$ cat src/two_stack_queue_top_assert.svh
// Assertion macros for the two-stack queue.
`ifndef TWO_STACK_QUEUE_TOP_ASSERT_SVH
`define TWO_STACK_QUEUE_TOP_ASSERT_SVH

// Checks that cons holds in the same cycle as ante.
`define TSQ_ASSERT_SAME(label, ante, cons) \
	label: assert property (@(posedge clk) disable iff (!arst_n) (ante) |-> (cons)) \
		else $error("two_stack_queue: same-cycle check failed");

// Checks that cons holds in the cycle after ante.
`define TSQ_ASSERT_NEXT(label, ante, cons) \
	label: assert property (@(posedge clk) disable iff (!arst_n) (ante) |=> (cons)) \
		else $error("two_stack_queue: next-cycle check failed");

`endif

$ cat src/tsq_pkg.sv
// Shared constants, types and command/status structs of the two-stack queue.
`default_nettype none

package tsq_pkg;

	localparam int DEPTH  = 8;
	localparam int DATA_W = 32;
	localparam int CNT_W  = $clog2(DEPTH + 1);
	localparam int IDX_W  = (DEPTH > 1) ? $clog2(DEPTH) : 1;

	typedef logic signed [DATA_W-1:0] data_t;
	typedef logic [CNT_W-1:0] cnt_t;
	typedef logic [IDX_W-1:0] idx_t;

	typedef enum logic {
		MODE_ENQ = 1'b0,
		MODE_DEQ = 1'b1
	} mode_t;

	typedef enum logic [1:0] {
		ST_OK        = 2'd0,
		ST_OVERFLOW  = 2'd1,
		ST_UNDERFLOW = 2'd2
	} status_t;

	// Commands from the controller to the datapath.
	typedef struct packed {
		logic    push;      // write the input beat onto the input stack
		logic    rd_in;     // pop the input stack into its read register
		logic    wr_out;    // push the read register onto the output stack
		logic    rd_out;    // pop the output stack into its read register
		logic    load_res;  // load the result register
		logic    res_data;  // result carries the popped value
		status_t res_status;
	} tsq_cmd_t;

	// Status from the datapath to the controller.
	typedef struct packed {
		logic in_full;
		logic in_empty;
		logic out_full;
		logic out_empty;
	} tsq_stat_t;

endpackage

`default_nettype wire

$ cat src/two_stack_queue_top.sv
// Top level of the two-stack queue: stream ports, controller, datapath and checks.
//
// A FIFO of signed 32-bit values built from two stacks of DEPTH entries each.
// Input channel s_*: one beat is one operation; s_tuser selects enqueue (0) or
// dequeue (1), s_tdata carries the value to enqueue. Output channel m_*: one
// beat per operation, m_tdata the dequeued value (zero for enqueue or on an
// error), m_tuser the status (ok, overflow, underflow).
// An enqueue onto a full input stack reports overflow even if the output stack
// has room; a dequeue with both stacks empty reports underflow. Errors leave
// the queue unchanged.
// Timing: one operation is in work at a time. The result register is loaded
// in S_DONE, which an enqueue or an error reaches straight from the accept; a
// dequeue from a non-empty output stack passes S_POP first, and a dequeue
// that refills passes S_FILL_RD and S_FILL_WR once per moved entry, the
// one-read-one-write refill loop through the stack memories, then S_POP.
// The input takes the next beat once the controller is back in S_IDLE. The
// result register frees the input side, so the next beat is taken while a
// result waits; a stalled receiver holds m_* steady and the controller waits
// with the next finished result until the register frees.
// Reset (arst_n low) empties both stacks and drops m_tvalid.
`default_nettype none

module two_stack_queue_top
	import tsq_pkg::*;
(
	input  wire logic        clk,
	input  wire logic        arst_n,
	input  wire logic        s_tvalid,
	output logic             s_tready,
	input  wire logic [31:0] s_tdata,   // [31:0] value_in
	input  wire logic [0:0]  s_tuser,   // [0] mode
	output logic             m_tvalid,
	input  wire logic        m_tready,
	output logic [31:0]      m_tdata,   // [31:0] value_out
	output logic [1:0]       m_tuser    // [1:0] status
);

	tsq_cmd_t  cmd;
	tsq_stat_t st;
	data_t     value_out;
	status_t   status;
	mode_t     mode;

	assign mode = mode_t'(s_tuser[0]);

	tsq_ctrl u_ctrl (
		.clk      (clk),
		.arst_n   (arst_n),
		.s_tvalid (s_tvalid),
		.s_tready (s_tready),
		.mode     (mode),
		.m_tvalid (m_tvalid),
		.m_tready (m_tready),
		.st       (st),
		.cmd      (cmd)
	);

	tsq_dp u_dp (
		.clk       (clk),
		.arst_n    (arst_n),
		.value_in  (data_t'(s_tdata)),
		.cmd       (cmd),
		.st        (st),
		.value_out (value_out),
		.status    (status)
	);

	assign m_tdata = value_out;
	assign m_tuser = status;

	// Checks on the sequencing.
`include "two_stack_queue_top_assert.svh"

	`TSQ_ASSERT_SAME(a_pop_nonempty, cmd.rd_out, !st.out_empty)
	`TSQ_ASSERT_SAME(a_refill_room, cmd.wr_out, !st.out_full)
	`TSQ_ASSERT_SAME(a_err_zero, m_tvalid && (m_tuser != ST_OK), m_tdata == '0)
	`TSQ_ASSERT_NEXT(a_one_in_work, s_tvalid && s_tready, !s_tready)

endmodule

`default_nettype wire

$ cat src/tsq_dp.sv
// Datapath of the two-stack queue: both stack memories, their counts and the result register.
`default_nettype none

module tsq_dp
	import tsq_pkg::*;
(
	input  wire logic      clk,
	input  wire logic      arst_n,
	input  wire data_t     value_in,
	input  wire tsq_cmd_t  cmd,
	output tsq_stat_t      st,
	output data_t          value_out,
	output status_t        status
);

	data_t   in_mem  [DEPTH];
	data_t   out_mem [DEPTH];
	cnt_t    in_cnt_q;
	cnt_t    out_cnt_q;
	cnt_t    in_dec;
	cnt_t    out_dec;
	data_t   in_rd_q;
	data_t   out_rd_q;
	data_t   value_q;
	status_t status_q;

	// Index of the top entry of each stack (count minus one).
	assign in_dec  = in_cnt_q - cnt_t'(1);
	assign out_dec = out_cnt_q - cnt_t'(1);

	assign st.in_full   = (in_cnt_q == cnt_t'(DEPTH));
	assign st.in_empty  = (in_cnt_q == '0);
	assign st.out_full  = (out_cnt_q == cnt_t'(DEPTH));
	assign st.out_empty = (out_cnt_q == '0);

	// Fill counts of both stacks.
	always_ff @(posedge clk or negedge arst_n) begin
		if (!arst_n) begin
			in_cnt_q  <= '0;
			out_cnt_q <= '0;
		end else begin
			if (cmd.push) begin
				in_cnt_q <= in_cnt_q + cnt_t'(1);
			end else if (cmd.rd_in) begin
				in_cnt_q <= in_dec;
			end
			if (cmd.wr_out) begin
				out_cnt_q <= out_cnt_q + cnt_t'(1);
			end else if (cmd.rd_out) begin
				out_cnt_q <= out_dec;
			end
		end
	end

	// Stack memories with registered reads.
	always_ff @(posedge clk) begin
		if (cmd.push) begin
			in_mem[in_cnt_q[IDX_W-1:0]] <= value_in;
		end
		if (cmd.rd_in) begin
			in_rd_q <= in_mem[in_dec[IDX_W-1:0]];
		end
		if (cmd.wr_out) begin
			out_mem[out_cnt_q[IDX_W-1:0]] <= in_rd_q;
		end
		if (cmd.rd_out) begin
			out_rd_q <= out_mem[out_dec[IDX_W-1:0]];
		end
	end

	// Result register; value is zero unless a value was popped.
	always_ff @(posedge clk) begin
		if (cmd.load_res) begin
			value_q  <= cmd.res_data ? out_rd_q : '0;
			status_q <= cmd.res_status;
		end
	end

	assign value_out = value_q;
	assign status    = status_q;

endmodule

`default_nettype wire

$ cat src/tsq_ctrl.sv
// Controller of the two-stack queue: sequences enqueue, refill and pop, and owns the output valid.
`default_nettype none

module tsq_ctrl
	import tsq_pkg::*;
(
	input  wire logic      clk,
	input  wire logic      arst_n,
	input  wire logic      s_tvalid,
	output logic           s_tready,
	input  wire mode_t     mode,
	output logic           m_tvalid,
	input  wire logic      m_tready,
	input  wire tsq_stat_t st,
	output tsq_cmd_t       cmd
);

	typedef enum logic [2:0] {
		S_IDLE,
		S_FILL_RD,
		S_FILL_WR,
		S_POP,
		S_DONE
	} state_t;

	state_t  state_q;
	status_t res_status_q;
	logic    res_data_q;
	logic    m_tvalid_q;
	logic    accept;
	logic    out_free;

	assign s_tready = (state_q == S_IDLE);
	assign accept   = s_tvalid && s_tready;
	assign out_free = !m_tvalid_q || m_tready;
	assign m_tvalid = m_tvalid_q;

	// Commands decoded from the state.
	always_comb begin
		cmd            = '0;
		cmd.res_status = res_status_q;
		cmd.res_data   = res_data_q;
		unique case (state_q)
			S_IDLE:    cmd.push     = accept && (mode == MODE_ENQ) && !st.in_full;
			S_FILL_RD: cmd.rd_in    = 1'b1;
			S_FILL_WR: cmd.wr_out   = 1'b1;
			S_POP:     cmd.rd_out   = 1'b1;
			S_DONE:    cmd.load_res = out_free;
			default:   cmd          = '0;
		endcase
	end

	// State and registered outputs.
	always_ff @(posedge clk or negedge arst_n) begin
		if (!arst_n) begin
			state_q      <= S_IDLE;
			res_status_q <= ST_OK;
			res_data_q   <= 1'b0;
			m_tvalid_q   <= 1'b0;
		end else begin
			if (cmd.load_res) begin
				m_tvalid_q <= 1'b1;
			end else if (m_tready) begin
				m_tvalid_q <= 1'b0;
			end
			unique case (state_q)
				S_IDLE: begin
					if (accept) begin
						if (mode == MODE_ENQ) begin
							res_status_q <= st.in_full ? ST_OVERFLOW : ST_OK;
							res_data_q   <= 1'b0;
							state_q      <= S_DONE;
						end else if (st.in_empty && st.out_empty) begin
							res_status_q <= ST_UNDERFLOW;
							res_data_q   <= 1'b0;
							state_q      <= S_DONE;
						end else begin
							res_status_q <= ST_OK;
							res_data_q   <= 1'b1;
							state_q      <= st.out_empty ? S_FILL_RD : S_POP;
						end
					end
				end
				S_FILL_RD: state_q <= S_FILL_WR;
				S_FILL_WR: state_q <= st.in_empty ? S_POP : S_FILL_RD;
				S_POP:     state_q <= S_DONE;
				S_DONE: begin
					if (out_free) begin
						state_q <= S_IDLE;
					end
				end
				default:   state_q <= S_IDLE;
			endcase
		end
	end

endmodule

`default_nettype wire

$ cat config.mk
export PLATFORM = sky130hd
export DESIGN_NAME = two_stack_queue_top
export DESIGN_NICKNAME = d
export VERILOG_FILES = /design/src/tsq_pkg.sv /design/src/two_stack_queue_top.sv /design/src/tsq_dp.sv /design/src/tsq_ctrl.sv
export VERILOG_INCLUDE_DIRS = /design/src /design/src/src
export SDC_FILE = /design/constraint.sdc
export NUM_CORES = 1
export LEC_CHECK = 0
export ABC_AREA = 0
export BUFFER_PORTS_ARGS = -buffer_cell sky130_fd_sc_hd__buf_2
export CAP_MARGIN = 10
export CORE_MARGIN = 1
export CORE_UTILIZATION = 65
export CTS_CLUSTER_DIAMETER = 200
export CTS_CLUSTER_SIZE = 40
export DETAILED_ROUTE_END_ITERATION = 8
export PLACE_DENSITY = 0.82
export SLEW_MARGIN = 20
export SYNTH_ARGS = -nofsm -noshare
export SYNTH_HDL_FRONTEND = slang
export SYNTH_HIERARCHICAL = 1
export SYNTH_SLANG_ARGS = --single-unit
$ cat constraint.sdc
create_clock -name clk -period 14 [get_ports clk]
set_clock_uncertainty 0.05 [all_clocks]
set_input_delay 1.4 -clock clk [delete_from_list [all_inputs] [get_ports clk]]
set_output_delay 1.4 -clock clk [all_outputs]
set_load 0.02 [all_outputs]
==> results.ini <==
[timing]
max_clock_freq_ghz = 0.250
worst_slew_pin_slew_ns = 1.12
setup_slack_ns = 10.0
fin_setup_tns_ns = 0
timing.hold.ws_ns = 0.439
unrepaired_setup_endpoints_after_global_routing = no
slew_viol_final = 0
finalCritPeriodShare_pct = 28.6
worst_slew_margin_rel_pct = 25.1
final_hold_vio_count = 0
finalCriticalPeriod_ns = 4.00
finalSetupViolCount = 0

[logic_synthesis]
yosysWarningCount = 6
mean_instance_size_in_the_synthesized_netlist_um2 = 17.1
postSynthCellCount = 1426
syn_area_um2 = 24300
synth_fp_nets = 1467

[floorplanning]
die_w_um = 195
placeableCoreArea_um2 = 36700
rows = 70
ioPinCount = 73
die_area_um2 = 38200
die-height_um = 195
floorplan.initialDensity_pct = 66.3

[cells_and_area]
layout-drive-gt1-share_pct = 10.2
area_added_between_synthesis_and_finish_pct = 6.17
finalCoreUtilization_pct = 70.4
fillerInstances = 2275
finalNetCount = 1492

[setup_path]
cp_data_required_time_ns = 14.28
arrival_ns = 4.29
criticalPathCategory = register to register
r2r_cells = 8
setup.worst_path.start = u_dp/in_cnt_q[0]$_DFFE_PN0P_
endpoint = u_dp/in_rd_q[13]$_DFFE_PP_
r2r_setup_slack_ns = 10.0
worstPathMaxFanout = 70
worstSetupStartpointType = register
reg2reg_from = u_dp/in_cnt_q[0]$_DFFE_PN0P_
regToRegEndpoint = u_dp/in_rd_q[13]$_DFFE_PP_
cp-end-kind = register

[detailed_routing]
via_to_cell_ratio = 6.30
detail_route.iter0.violations = 1061
routed_wire_length_per_instance_um = 22.6
detailedRoute.firstPassIterationCount = 5
detailroute.via_count = 12143
drc = 0
route.final.wire_length_um = 43500
antenna_violating_nets_post_route = 0

[run_status]
status = completed

[cts]
clock_network_latency_to_the_later_pin_of_the_worst_skew_pair_ns = 0.57
clk_pin_slew_worst_paths_ns = 0.14
clk_path_buf_depth = 3
cts_hold_buffers = 0
ctsResizeCount = 0
cts_max_level = 1
numCtsBuffers = 19
tritoncts = yes
tritoncts_num_sinks = 625
post_cts_setup_buffer_count = 0
clockRootBuffer = sky130_fd_sc_hd__clkbuf_16

[run]
cap_viol_max_count = 0

[grt]
initial_antenna_violation_count = 2
first_pass_grt_wire_length_um = 67200
track_usage_pct = 23.0
global_route.overflow_total = 0
grt_start_max_net_pins = 71
first_global_vias = 12233

[pwr]
comb_power_share_pct = 39.1
p_leak_nw = 8.69
power_density_nw_per_um2 = 218
irDropWorstVdd_uv = 221
clkPwrFrac_pct = 13.4
p_int_mw = 3.60
share_seq_of_total_power_pct = 47.5
switching_share_pct = 35.9
switching_power_mw = 2.02

[placed_design]
globalplace.congestion = 0.743
preCtsSetupSlack_ns = 9.56
io_buffers = 72
dpl.hpwl_um = 24200

[hold_path]
timing.hold.worst.class = register to register

## per-layer routing
metal  wire length (um)  track usage, %  vias to the layer above  part of all wire, %
li1                   -               -                     5565                    -
met1              18200            30.9                     6151                   42
met2              22300            40.4                      378                   51
met3               2310            2.56                       47                  5.3
met4                675            6.21                        2                  1.6
met5                 12               0                        -                0.028
## metrics by stage
stage / cell area, um^2 / std cells / total power, mW
2_1_floorplan: 24300 / 1426 / 4.30
3_3_place_gp: 25200 / 1895 / 4.81
3_5_place_dp: 25200 / 1896 / 4.89
4_1_cts: 25800 / 1923 / 5.62
5_1_grt: 25800 / 1925 / 5.88
6_report: 25800 / 1926 / 5.62
## state kept, by name, indices dropped and copies added (netlist names)
name                 flops
u_ctrl/m_tvalid          1
u_ctrl/res_data_q        1
u_ctrl/res_status_q      2
u_ctrl/state_q           3
u_dp/in_cnt_q            4
u_dp/in_mem            256
u_dp/in_rd_q            32
u_dp/out_cnt_q           4
u_dp/out_mem           256
u_dp/out_rd_q           32
u_dp/status              2
u_dp/value_out          32
## placed cells by master, fill, tap and decap left out, types with 3 or more instances in the layout
| cell | count |
|---|---|
| sky130_fd_sc_hd__edfxtp_1 | 610 |
| sky130_fd_sc_hd__nand3_1 | 258 |
| sky130_fd_sc_hd__mux2i_1 | 256 |
| sky130_fd_sc_hd__buf_2 | 72 |
| sky130_fd_sc_hd__and4_1 | 64 |
| sky130_fd_sc_hd__and2_1 | 34 |
| sky130_fd_sc_hd__buf_4 | 24 |
| sky130_fd_sc_hd__clkbuf_16 | 19 |
| sky130_fd_sc_hd__nand2_1 | 17 |
| sky130_fd_sc_hd__dfrtp_1 | 13 |
| sky130_fd_sc_hd__nor2_4 | 12 |
| sky130_fd_sc_hd__clkbuf_1 | 7 |
| sky130_fd_sc_hd__nand2b_1 | 7 |
| sky130_fd_sc_hd__o21ai_0 | 5 |
| sky130_fd_sc_hd__nor2_1 | 5 |
| sky130_fd_sc_hd__inv_1 | 5 |
| sky130_fd_sc_hd__nor3_1 | 4 |
| sky130_fd_sc_hd__nor3_2 | 4 |
| sky130_fd_sc_hd__xor2_1 | 4 |
| sky130_fd_sc_hd__nor3b_1 | 3 |
| sky130_fd_sc_hd__buf_16 | 3 |
## power groups by stage
stage	clock network (mW)	registers, mW	logic [mW]
3_5_place_dp	0	2.71	2.18
2_1_floorplan	0	2.65	1.65
4_1_cts	0.765	2.67	2.19
6_report	0.753	2.67	2.20
3_3_place_gp	0	2.69	2.12
5_1_grt	0.818	2.70	2.37
## worst min-delay path by stage
| stage | to | start | cells past startpoint | slack [ns] |
|---|---|---|---|---|
| floorplan | u_ctrl/res_status_q[0]$_DFFE_PN0P_ | u_ctrl/res_status_q[0]$_DFFE_PN0P_ | 2 | 0.39 |
| global placement | u_dp/out_cnt_q[3]$_DFFE_PN0P_ | u_dp/out_cnt_q[3]$_DFFE_PN0P_ | 1 | 0.41 |
| detailed placement | u_dp/out_cnt_q[3]$_DFFE_PN0P_ | u_dp/out_cnt_q[3]$_DFFE_PN0P_ | 1 | 0.42 |
| CTS | u_dp/out_cnt_q[3]$_DFFE_PN0P_ | u_dp/out_cnt_q[3]$_DFFE_PN0P_ | 1 | 0.43 |
| global route | u_dp/out_cnt_q[3]$_DFFE_PN0P_ | u_dp/out_cnt_q[3]$_DFFE_PN0P_ | 1 | 0.46 |
| finish | u_dp/out_cnt_q[3]$_DFFE_PN0P_ | u_dp/out_cnt_q[3]$_DFFE_PN0P_ | 1 | 0.44 |
## area by class of cell
type | instances | area (um^2) | share of cell area (%)
clock buffer | 26 | 502 | 1.94
inverter | 7 | 26.3 | 0.102
sequential | 625 | 18700 | 72.4
clock inverter | 1 | 16.3 | 0.0630
timing repair buffer | 99 | 623 | 2.41
multi-input combinational | 699 | 5370 | 20.8
antenna | 1 | 2.50 | 0.00969
tap | 468 | 586 | 2.27
## critical path, stage by stage (launching register included)
cell	delay, ns
sky130_fd_sc_hd__dfrtp_2	0.36
sky130_fd_sc_hd__buf_4	0.61
sky130_fd_sc_hd__inv_2	0.13
sky130_fd_sc_hd__ha_4	0.65
sky130_fd_sc_hd__buf_16	0.33
sky130_fd_sc_hd__buf_4	0.83
sky130_fd_sc_hd__mux2i_1	0.29
sky130_fd_sc_hd__nand3_1	0.13
sky130_fd_sc_hd__and4_1	0.27
Power figures use the tool's default switching activity.
